[config.mk]
export PLATFORM = sky130hd
export DESIGN_NAME = pulse_channel_with_sweep_top
export DESIGN_NICKNAME = d
export VERILOG_FILES = /design/src/design/pcs_pkg.sv /design/src/design/pulse_channel_with_sweep_top.sv /design/src/design/pcs_sweep_calc.sv /design/src/design/pcs_chan.sv
export SDC_FILE = /design/constraint.sdc
export NUM_CORES = 1
export LEC_CHECK = 0
export CORE_MARGIN = 2
export CORE_UTILIZATION = 24
export CTS_BUF_LIST = sky130_fd_sc_hd__clkbuf_2
export CTS_CLUSTER_SIZE = 30
export DETAILED_ROUTE_END_ITERATION = 8
export DONT_BUFFER_PORTS = 1
export MAX_ROUTING_LAYER = met4
export PLACE_DENSITY = 0.42
export SETUP_SLACK_MARGIN = 0.05
export SYNTH_ARGS = -nofsm -noshare
export SYNTH_HDL_FRONTEND = slang
export SYNTH_SLANG_ARGS = --single-unit
[constraint.sdc]
create_clock -name clk -period 5.35 [get_ports clk]
set_input_delay 0.8025 -clock clk [delete_from_list [all_inputs] [get_ports clk]]
set_output_delay 0.8025 -clock clk [all_outputs]
set_load 0.05 [all_outputs]
[src/design/pcs_pkg.sv]
// shared types, register codes and the duty threshold function for the pulse channel
`default_nettype none

package pcs_pkg;

    // item kinds
    localparam logic KIND_TICK  = 1'b0;
    localparam logic KIND_WRITE = 1'b1;

    // register select codes
    localparam logic [2:0] REG_SWEEP       = 3'd0;
    localparam logic [2:0] REG_LENGTH_DUTY = 3'd1;
    localparam logic [2:0] REG_ENVELOPE    = 3'd2;
    localparam logic [2:0] REG_PERIOD_LOW  = 3'd3;
    localparam logic [2:0] REG_PERIOD_HIGH = 3'd4;

    // duty modes
    localparam logic [1:0] DUTY_12 = 2'd0;
    localparam logic [1:0] DUTY_25 = 2'd1;
    localparam logic [1:0] DUTY_50 = 2'd2;

    // period counter wraps at this value
    localparam logic [12:0] PERIOD_WRAP = 13'h800;

    typedef struct packed {
        logic       kind;
        logic       frame_step;
        logic [2:0] reg_select;
        logic [7:0] write_data;
    } pcs_item_t;

    typedef struct packed {
        logic [3:0] sample;
        logic       channel_on;
    } pcs_result_t;

    typedef struct packed {
        logic [7:0]  sweep_reg;
        logic [7:0]  length_duty_reg;
        logic [7:0]  envelope_reg;
        logic [7:0]  period_low_reg;
        logic [7:0]  period_high_reg;
        logic        running;
        logic        wave_high;
        logic [1:0]  duty_mode;
        logic [10:0] period_value;
        logic [11:0] period_count;
        logic [1:0]  period_prescale;
        logic [2:0]  sweep_shift;
        logic        sweep_down;
        logic [2:0]  sweep_pace;
        logic [2:0]  sweep_pace_count;
        logic [1:0]  sweep_prescale;
        logic [6:0]  length_count;
        logic        length_prescale;
        logic        length_on;
        logic [3:0]  volume;
        logic        env_up;
        logic [2:0]  env_pace;
        logic [2:0]  env_pace_count;
        logic [2:0]  env_prescale;
    } pcs_state_t;

    // duty threshold: period plus 1/8, 1/4, 1/2 or 3/4 of the remaining span
    function automatic logic [11:0] duty_threshold(input logic [10:0] period,
                                                   input logic [1:0]  mode);
        logic [11:0] total;
        logic [13:0] triple;
        logic [11:0] part;
        total  = 12'h800 - {1'b0, period};
        triple = {2'b00, total} + {1'b0, total, 1'b0};
        case (mode)
            DUTY_12: part = {3'b000, total[11:3]};
            DUTY_25: part = {2'b00, total[11:2]};
            DUTY_50: part = {1'b0, total[11:1]};
            default: part = triple[13:2];
        endcase
        return {1'b0, period} + part;
    endfunction

endpackage

`default_nettype wire

[src/design/pulse_channel_with_sweep_top.sv]
// Square-wave channel with period sweep: one item per cycle unless stalled; a tick moves from
// transfer in to result out via the input register, then channel update and result register.
// Register writes give no result and take effect once moved from input register to state.
// A stalled result holds the pipe only when the next item is a tick; writes still pass.
// Reset (rst_n low, asynchronous) clears the valid flags and all channel state, so the
// channel comes up stopped.
`default_nettype none

module pulse_channel_with_sweep_top
    import pcs_pkg::*;
#(
    parameter int LENGTH_LIMIT = 64
)
(
    input  wire logic        clk,
    input  wire logic        rst_n,
    input  wire logic        item_valid,
    output logic             item_stall,
    input  wire pcs_item_t   item,
    output logic             result_valid,
    input  wire logic        result_stall,
    output pcs_result_t      result
);

    logic        item_valid_reg;
    pcs_item_t   item_reg;
    logic        result_valid_reg;
    pcs_result_t result_reg;
    pcs_result_t chan_result;
    logic        fire;
    logic        accept;

    // the held item proceeds when it is a write or the result slot frees up
    assign fire = item_valid_reg &&
                  (item_reg.kind == KIND_WRITE || !result_valid_reg || !result_stall);
    assign item_stall = item_valid_reg && !fire;
    assign accept     = item_valid && !item_stall;

    // input register
    always_ff @(posedge clk or negedge rst_n)
    begin
        if (!rst_n)
        begin
            item_valid_reg <= 1'b0;
        end
        else if (accept)
        begin
            item_valid_reg <= 1'b1;
        end
        else if (fire)
        begin
            item_valid_reg <= 1'b0;
        end
    end

    always_ff @(posedge clk)
    begin
        if (accept)
        begin
            item_reg <= item;
        end
    end

    // channel state and update
    pcs_chan #(
        .LENGTH_LIMIT (LENGTH_LIMIT)
    ) u_chan (
        .clk    (clk),
        .rst_n  (rst_n),
        .fire   (fire),
        .item   (item_reg),
        .result (chan_result)
    );

    // result register
    always_ff @(posedge clk or negedge rst_n)
    begin
        if (!rst_n)
        begin
            result_valid_reg <= 1'b0;
        end
        else if (fire && item_reg.kind == KIND_TICK)
        begin
            result_valid_reg <= 1'b1;
        end
        else if (!result_stall)
        begin
            result_valid_reg <= 1'b0;
        end
    end

    always_ff @(posedge clk)
    begin
        if (fire && item_reg.kind == KIND_TICK)
        begin
            result_reg <= chan_result;
        end
    end

    assign result_valid = result_valid_reg;
    assign result       = result_reg;

`ifndef SYNTHESIS
    // stall only while an item is held
    assert property (@(posedge clk) disable iff (!rst_n)
        item_stall |-> item_valid_reg)
        else $error("stall raised with empty input register");

    // a tick never overwrites a result still waiting to be taken
    assert property (@(posedge clk) disable iff (!rst_n)
        (fire && item_reg.kind == KIND_TICK) |-> !(result_valid_reg && result_stall))
        else $error("tick result overwrote a pending transfer");

    // a stopped channel is silent
    assert property (@(posedge clk) disable iff (!rst_n)
        result_valid_reg |-> (result_reg.channel_on || result_reg.sample == 4'd0))
        else $error("nonzero sample from stopped channel");
`endif

endmodule

`default_nettype wire

[src/design/pcs_sweep_calc.sv]
// period sweep adder: period plus or minus period shifted right
`default_nettype none

module pcs_sweep_calc
    import pcs_pkg::*;
(
    input  wire logic [10:0] period,
    input  wire logic [2:0]  shift,
    input  wire logic        down,
    output logic      [10:0] swept_period,
    output logic             overflow
);

    logic [10:0] delta;
    logic [11:0] sum;

    // barrel shift, then add or subtract
    assign delta = period >> shift;
    assign sum   = down ? ({1'b0, period} - {1'b0, delta})
                        : ({1'b0, period} + {1'b0, delta});

    // a result of 0x800 or more stops the channel
    assign swept_period = sum[10:0];
    assign overflow     = sum[11];

endmodule

`default_nettype wire

[src/design/pcs_chan.sv]
// channel state: register writes, trigger, duty, sweep, length and envelope updates
`default_nettype none

module pcs_chan
    import pcs_pkg::*;
#(
    parameter int LENGTH_LIMIT = 64
)
(
    input  wire logic        clk,
    input  wire logic        rst_n,
    input  wire logic        fire,
    input  wire pcs_item_t   item,
    output pcs_result_t      result
);

    localparam logic [7:0] LEN_LIMIT = 8'(LENGTH_LIMIT);

    pcs_state_t  state_reg;
    pcs_state_t  state_next;

    logic [10:0] tick_period;
    logic        tick_ovf;
    logic [11:0] trig_sum;
    logic        trig_ovf;
    logic [10:0] trig_period_in;
    logic [11:0] threshold;
    logic [12:0] count_inc;
    logic [3:0]  sweep_t;
    logic [7:0]  length_t;
    logic [3:0]  env_t;

    // sweep step on a running tick
    pcs_sweep_calc u_tick_sweep (
        .period       (state_reg.period_value),
        .shift        (state_reg.sweep_shift),
        .down         (state_reg.sweep_down),
        .swept_period (tick_period),
        .overflow     (tick_ovf)
    );

    // overflow check at trigger, from the freshly written registers
    assign trig_period_in = {item.write_data[2:0], state_reg.period_low_reg};
    assign trig_sum       = {1'b0, trig_period_in}
                          + {1'b0, trig_period_in >> state_reg.sweep_reg[2:0]};
    assign trig_ovf       = !state_reg.sweep_reg[3] && trig_sum[11];

    assign threshold = duty_threshold(state_reg.period_value, state_reg.duty_mode);
    assign count_inc = {1'b0, state_reg.period_count} + 13'd1;
    assign sweep_t   = {1'b0, state_reg.sweep_pace_count} + 4'd1;
    assign length_t  = {1'b0, state_reg.length_count} + 8'd1;
    assign env_t     = {1'b0, state_reg.env_pace_count} + 4'd1;

    // result reflects the state at the start of the tick
    assign result.channel_on = state_reg.running;
    assign result.sample     = (state_reg.running && state_reg.wave_high) ?
                               state_reg.volume : 4'd0;

    // next state
    always_comb
    begin
        state_next = state_reg;
        if (item.kind == KIND_WRITE)
        begin
            case (item.reg_select)
                REG_SWEEP:
                begin
                    state_next.sweep_reg = item.write_data;
                end
                REG_LENGTH_DUTY:
                begin
                    state_next.length_duty_reg = item.write_data;
                    state_next.duty_mode       = item.write_data[7:6];
                    state_next.length_count    = {1'b0, item.write_data[5:0]};
                end
                REG_ENVELOPE:
                begin
                    state_next.envelope_reg = item.write_data;
                    if (item.write_data[7:4] == 4'd0 && !item.write_data[3])
                    begin
                        state_next.running = 1'b0;
                    end
                end
                REG_PERIOD_LOW:
                begin
                    state_next.period_low_reg = item.write_data;
                end
                REG_PERIOD_HIGH:
                begin
                    state_next.period_high_reg = item.write_data;
                    state_next.length_on       = item.write_data[6];
                    // trigger
                    if (item.write_data[7])
                    begin
                        state_next.running          = 1'b1;
                        state_next.sweep_pace       = state_reg.sweep_reg[6:4];
                        state_next.sweep_down       = state_reg.sweep_reg[3];
                        state_next.sweep_shift      = state_reg.sweep_reg[2:0];
                        state_next.period_value     = trig_period_in;
                        state_next.volume           = state_reg.envelope_reg[7:4];
                        state_next.env_up           = state_reg.envelope_reg[3];
                        state_next.env_pace         = state_reg.envelope_reg[2:0];
                        if (state_reg.length_count == 7'd0)
                        begin
                            state_next.length_count    = {1'b0, state_reg.length_duty_reg[5:0]};
                            state_next.length_prescale = 1'b0;
                        end
                        state_next.period_count     = 12'd0;
                        state_next.period_prescale  = 2'd0;
                        state_next.sweep_pace_count = 3'd0;
                        state_next.sweep_prescale   = 2'd0;
                        state_next.env_pace_count   = 3'd0;
                        state_next.env_prescale     = 3'd0;
                        state_next.wave_high        = 1'b0;
                        if (trig_ovf)
                        begin
                            state_next.running = 1'b0;
                        end
                        if (state_reg.envelope_reg[7:4] == 4'd0 && !state_reg.envelope_reg[3])
                        begin
                            state_next.running = 1'b0;
                        end
                    end
                end
                default:
                begin
                end
            endcase
        end
        else if (state_reg.running)
        begin
            // duty generator, clocked every fourth tick
            if (state_reg.period_prescale == 2'd3)
            begin
                state_next.period_prescale = 2'd0;
                state_next.wave_high       = (state_reg.period_count >= threshold);
                state_next.period_count    = (count_inc >= PERIOD_WRAP) ?
                                             {1'b0, state_reg.period_value} : count_inc[11:0];
            end
            else
            begin
                state_next.period_prescale = state_reg.period_prescale + 2'd1;
            end

            // period sweep
            if (item.frame_step && state_reg.sweep_pace != 3'd0)
            begin
                if (state_reg.sweep_prescale == 2'd3)
                begin
                    state_next.sweep_prescale = 2'd0;
                    if (sweep_t >= {1'b0, state_reg.sweep_pace})
                    begin
                        state_next.sweep_pace_count = 3'd0;
                        if (tick_ovf)
                        begin
                            state_next.running = 1'b0;
                        end
                        state_next.period_value    = tick_period;
                        state_next.period_low_reg  = tick_period[7:0];
                        state_next.period_high_reg = {state_reg.period_high_reg[7:3],
                                                      tick_period[10:8]};
                        state_next.sweep_pace      = state_reg.sweep_reg[6:4];
                        state_next.sweep_down      = state_reg.sweep_reg[3];
                        state_next.sweep_shift     = state_reg.sweep_reg[2:0];
                    end
                    else
                    begin
                        state_next.sweep_pace_count = sweep_t[2:0];
                    end
                end
                else
                begin
                    state_next.sweep_prescale = state_reg.sweep_prescale + 2'd1;
                end
            end

            // length timer
            if (item.frame_step && state_reg.length_on)
            begin
                if (state_reg.length_prescale)
                begin
                    state_next.length_prescale = 1'b0;
                    if (length_t >= LEN_LIMIT)
                    begin
                        state_next.length_count = 7'd0;
                        state_next.running      = 1'b0;
                    end
                    else
                    begin
                        state_next.length_count = length_t[6:0];
                    end
                end
                else
                begin
                    state_next.length_prescale = 1'b1;
                end
            end

            // volume envelope, saturating
            if (item.frame_step && state_reg.env_pace != 3'd0)
            begin
                if (state_reg.env_prescale == 3'd7)
                begin
                    state_next.env_prescale = 3'd0;
                    if (env_t >= {1'b0, state_reg.env_pace})
                    begin
                        state_next.env_pace_count = 3'd0;
                        if (state_reg.env_up)
                        begin
                            if (state_reg.volume != 4'd15)
                            begin
                                state_next.volume = state_reg.volume + 4'd1;
                            end
                        end
                        else if (state_reg.volume != 4'd0)
                        begin
                            state_next.volume = state_reg.volume - 4'd1;
                        end
                    end
                    else
                    begin
                        state_next.env_pace_count = env_t[2:0];
                    end
                end
                else
                begin
                    state_next.env_prescale = state_reg.env_prescale + 3'd1;
                end
            end

            // silent downward envelope stops the channel
            if (state_next.volume == 4'd0 && !state_next.env_up)
            begin
                state_next.running = 1'b0;
            end
        end
    end

    // state register
    always_ff @(posedge clk or negedge rst_n)
    begin
        if (!rst_n)
        begin
            state_reg <= '0;
        end
        else if (fire)
        begin
            state_reg <= state_next;
        end
    end

endmodule

`default_nettype wire
# Yosys cells after proc, flatten, opt, wreduce, memory -nomap -nowiden

Index checks and enable logic that the tools add are counted.

Bits in registers: 113
Output and inout port bits: 7

Reduce and logical (&&, ||, !) cells: 57
Shift-type cells: 2
Eq/ne operators: 20
Order comparisons: 5
Multiplexer cells: 64
$add $sub $neg: 15
Bitwise logic cells: 1

Operator list:

| operator                | count |
|---|---|
| $mux W45                | 3 |
| $mux W17                | 3 |
| $mux W12                | 4 |
| $mux W4                 | 10 |
| $mux W37                | 1 |
| $mux W18                | 2 |
| $pmux W12 S3            | 1 |
| $mux W11                | 3 |
| $mux W8                 | 4 |
| $add A11 B11 Y12        | 2 |
| $reduce_and A6 Y1       | 4 |
| $shr A11 B3 Y11         | 2 |
| $mux W7                 | 3 |
| $reduce_bool A2 Y1      | 10 |
| $mux W6                 | 3 |
| $mux W16                | 1 |
| $mux W1                 | 15 |
| $reduce_and A5 Y1       | 3 |
| $add A12 B13 Y14        | 1 |
| $mux W14                | 1 |
| $pmux W7 S2             | 1 |
| $reduce_and A7 Y1       | 2 |
| $add A12 B1 Y13 const B | 1 |
| $ge A13 B12 Y1 const B  | 1 |
| other kinds (39)        | 83 |

# Logic depth before layout (Yosys ltp)

Depth after elaboration: 13
Gate-level depth with buffers: 27

# Modules after synthesis

A second synthesis with hierarchy kept.

Cell total of the unflattened synthesis: 1,098
Area, all modules: 9,780.6 µm²

Modules (own cells, without submodules):

| module                       | area each (µm²) | cells an instance | instances | sequential area each (µm²) |
|---|---|---|---|---|
| pcs_chan                     | 7,756.2         | 883               | 1         | 2,327.2 |
| pcs_sweep_calc               | 1,382.6         | 186               | 1         | 0.0 |
| pulse_channel_with_sweep_top | 641.9           | 29                | 1         | 590.6 |

# Worst setup path after synthesis

No wires, ideal clock.

Path type: register to register
Start: register u_chan.state_reg[49] in the netlist's numbering
End: register u_chan.state_reg[62] in the netlist's numbering
Cell stages (with the launch flop): 26
Arrival time: 5,213 ps
Period minus slack after synthesis: 5,308 ps
Path buffers: 1
Library setup time: 95 ps
Setup slack: 42 ps
Data required time: 5,255 ps
Cells stage by stage: dfrtp_1 -> clkbuf_1 -> inv_1 -> ha_1 -> nand2b_1 -> nand2_1 -> inv_1 -> ha_1 -> a21oi_1 -> nor2_1 -> o2bb2ai_1 -> nand2b_1 -> xor2_1 -> mux4_2 -> ha_1 -> o21ai_0 -> a21oi_1 -> o21ai_0 -> nand2b_1 -> and3_1 -> o2111a_1 -> a311oi_1 -> ha_1 -> o2111ai_1 -> o31a_1 -> o31ai_1

Cells in the longest elaborated chain, start to end: 8

RTL lines:

| element                | line            | RTL |
|---|---|---|
| from (decl)            | pcs_chan.sv:19  | `pcs_state_t state_reg;` |
| from (signal assigned) | pcs_chan.sv:248 | `state_reg <= state_next;` |
| $sub A12 B11 Y12       | pcs_pkg.sv:70   | `total = 12'h800 - {1'b0, period};` |
| $add A12 B13 Y14       | pcs_pkg.sv:71   | `triple = {2'b00, total} + {1'b0, total, 1'b0};` |
| $pmux W12 S3           | pcs_pkg.sv:72   | `case (mode)` |
| $add A11 B12 Y12 (*)   | pcs_pkg.sv:78   | `return {1'b0, period} + part;` |
| $ge A12 B12 Y1 (*)     | pcs_chan.sv:136 | `state_next.wave_high = (state_reg.period_count >= threshold);` |
| $mux W1 (*)            | pcs_chan.sv:133 | `if (state_reg.period_prescale == 2'd3)` |
| $mux W18 (*)           | pcs_chan.sv:130 | `else if (state_reg.running)` |
| $mux W18 (*)           | pcs_chan.sv:63  | `if (item.kind == KIND_WRITE)` |

Every way passes the cells marked *; elsewhere a longest branch is shown, timed or not. The select of a mux whose other input is x is not followed.
A chain may end at the register's enable or synchronous reset.

# Final worst setup path

Start: register u_chan.state_reg[50] in the netlist's numbering
End: register u_chan.state_reg[62] in the netlist's numbering

The elaborated chain is that of the path after synthesis.

==> out/qor.txt <==
First DRT Iteration DRCs: 510
Final number of max-transition violations: 0
Setup_tns: 0 ns
Synth top area share: 25.1%
Initial Utilization: 24.4%
DPL Wire Length: 20000 µm
Synth top area cells: dfrtp_1 (25%), ha_1 (10%), edfxtp_1 (5.7%), mux2_2 (4.8%), a21oi_1 (4.6%)
Final setup fails: 0
Port bufs: 0
Placed insts: 1591
CP Capture Type: flip-flop
DRT Pass-1 Iters: 8
Syn Inst Count: 1097
Unrepaired setup endpoints after global routing: false
Tightest Pin Transition: 1.12 ns
Drt drc: 0
Routed length per instance: 16.7 µm
CTS HTree Levels: 4
Pint: 3.52 mW
Clock latency on the worst-skew pair: 0.70 ns
CP required: 5.94 ns
Worst hold path type: in2reg
CP peak stage delay: 0.56 ns
Initial antenna violation count: 1
Reg2Reg Setup Slack: 0.37 ns
Post-DRT Antenna Nets: 0
Startpoint types: flip-flop
CTS tree: yes
CP Max Fanout: 10
Core area: 0.0387 mm²
Die area: 0.0410 mm²
Fin nets: 1191
CTS Buf Count: 17
Syn-to-layout area delta: 11.3%
Clk Tree Root Cell: clkbuf_2
Clk buf depth: 2
Ys Warns: 0
Max transition margin: 25.1%
Sw frac: 51.0%
Die H: 202 µm
Non-filler instance count after layout: 1628
Maxcap violations: 0
PwrDens: 682 mW/mm²
RePlAce Congestion: 0.807
Top cell by count, worst path: a21oi_1
Crit-path slowest cell: or4_4
Number of global-route vias before repair: 7666
Vias: 8110
Clock sinks: 113
EDFF count, synth: 18
Final hold violation count: 0
Max FFs per register: 92
Post-synthesis sequential area ratio: 30.9%
First-pass GRT wire length: 43500 µm
Power Total: 7.18 mW
Tmin final: 4.98 ns
Syn Area/Cell: 8.62 µm²
Global Route Usage Sum: 13.7%
Layout cells sized above 1: 14.5%
Reg power frac: 19.9%
Clk pwr share: 8.7%
Worst IR Drop VDD: 0.000278 V
Critical Path, Cell by Cell: buf_4 -> or4_4 -> nor2_1 -> xnor2_1 -> ha_1 -> a21oi_1 -> nand2_1 -> xor2_1 -> a21oi_1 -> a21oi_1 -> ha_1 -> inv_1 -> a21oi_1 -> o21ai_0 -> nand2b_1 -> and3_1 -> o2111a_1 -> a311oi_2 -> ha_1 -> o2111ai_1 -> o31a_1 -> o31ai_2
Mapped cell area: 0.00946 mm²
Main synth FF type: dfrtp_1
Ys async rst share: 84.1%
Distinct cells, synth: 84
Vias per inst: 4.98
Status: finished, final reports clean
Static leakage: 4.41 nW
Largest net degree at the start of global routing: 96
Die width: 202 µm
Max frequency: 201 MHz
Worst setup path class: reg2reg
Row count: 72
Syn Nets: 1194
FF+latch count, synth: 113
Combinational group share of total power: 71.4%
Post-CTS setup repair buffer count: 0
GRT overflow: 0
Final Skew: 0.0351 ns
Psw: 3.66 mW
Post-Route WL: 27200 µm
Clk pin slew, worst setup/hold paths: 0.21 ns
I/O Pins: 24
Crit path DAT: 5.57 ns
Final period utilization: 93.0%
Synth area leader: dfrtp_1
[power groups by stage]
stage / Combinational (mW) / Clock (mW) / Sequential [mW]
after global placement: 4.98 / 0 / 1.44
after detailed placement: 4.99 / 0 / 1.44
after CTS: 5.05 / 0.659 / 1.42
final: 5.13 / 0.624 / 1.43
after floorplan: 3.86 / 0 / 1.27
after global routing: 5.75 / 0.695 / 1.47
[metrics by stage]
step	utilization, %	cell area (µm²)	setup slack, ns	hold slack (ns)
after floorplan	-	9460	0.207	0.446
after global placement	26.2	10100	0.335	0.483
after detailed placement	26.2	10100	0.122	0.488
after CTS	26.9	10400	0.0903	0.0875
after global routing	27.2	10500	0.0552	0.0740
final	27.2	10500	0.374	0.192
[worst max-delay path, delay by kind of cell, from the launching register on]
family,cells,cell delay [ns]
AOI/OAI and AO/OA,10,1.88
xor gates and xnor gates,2,0.36
adders and majority gates,3,0.84
buffers and inverters,2,0.26
DFF,1,0.43
and+or+nand+nor,5,1.12
[metal layers]
layer  vias up  share of wire, %  GRT usage (%)  wire length, µm
li1       4053                 -              -                -
met1      3903                49           18.5            13400
met2       139                47           21.9            12800
met3        15               2.7           1.73              734
met4         0              0.91           2.76              247
met5         -                 0              -                0
[cells in the final DEF, fill, tap and decap left out, drive strengths merged, types with 8 or more instances in the layout]
| cell type | n |
|---|---|
| xnor2 | 16 |
| buf | 38 |
| nor3 | 40 |
| a21o | 13 |
| nand2 | 106 |
| o21ai | 87 |
| o221ai | 8 |
| a22oi | 10 |
| clkbuf | 17 |
| and3 | 14 |
| nor2b | 10 |
| nand3 | 33 |
| edfxtp | 18 |
| ha | 78 |
| dfrtp | 95 |
| nand2b | 21 |
| a31oi | 18 |
| inv | 48 |
| a21oi | 87 |
| nor2 | 84 |
| or2 | 10 |
| nor3b | 9 |
| xor2 | 20 |
| mux2i | 33 |
| mux2 | 40 |
| nor4 | 8 |
[final cells by class]
cell class | count | area, µm²
inverter | 39 | 146
fill | 4175 | 28200
timing repair buffer | 39 | 315
tap | 518 | 648
clock buffer | 17 | 85.1
multi-input combinational | 884 | 6230
sequential | 113 | 2920
antenna | 3 | 7.51
clock inverter | 15 | 168
[cells by family (layout without fill, tap and decap cells)]
kind of cell	Yosys count	after routing	share of synthesized area, %
AND/OR/NAND/NOR	376	376	19.9
buffers and inverters	100	110	4.23
XOR/XNOR	36	36	3.41
AO/OA/AOI/OAI	312	312	20.9
other	0	3	0
multiplexers	80	80	9.92
adder cells (fa/ha/maj)	80	80	10.7
flip-flops	113	113	30.9
[Yosys cell counts (5+ instances only)]
cell	instances
inv_1	37
nand2b_1	21
o31ai_1	6
nor2_1	84
nand3_1	33
o21a_1	6
clkbuf_1	47
o31a_1	6
edfxtp_1	18
xnor2_1	15
or3_1	7
mux4_2	7
nand4_1	5
xor2_1	20
nor4_1	7
a211oi_1	6
a22oi_1	10
nand3b_1	7
o21ai_0	86
nor3b_1	7
a21o_1	13
mux2i_1	33
o211ai_1	7
nand2_1	106
or2_2	10
dfrtp_1	95
a21oi_1	87
o22ai_1	6
nor3_1	39
and2_1	7
nor2b_1	10
a31oi_1	18
ha_1	78
buf_2	7
o221ai_1	8
mux2_2	40
and3_1	13
[final timing paths]
| path | startpoint | endpoint | cells past startpoint |
|---|---|---|---|
| setup / recovery | u_chan.state_reg[50] | u_chan.state_reg[62] | 22 |
| hold / removal | item[11] | item_reg[11] | 0 |
| setup reg to reg | u_chan.state_reg[50] | u_chan.state_reg[62] | 22 |
| hold reg to reg | u_chan.state_reg[101] | u_chan.state_reg[29] | 2 |
| max in group asynchronous | rst_n | u_chan.state_reg[51] | 2 |
| min in group asynchronous | rst_n | u_chan.state_reg[19] | 2 |
[timing repair]
action                                  in CTS  in global routing
hold endpoints to repair                    95                  0
gates cloned                                 0                  0
pin swaps                                    0                  1
resized for setup                            2                 19
endpoints found under the setup margin       1                  1
hold buffers                                 2                  0
Power figures use the tool's default switching activity.
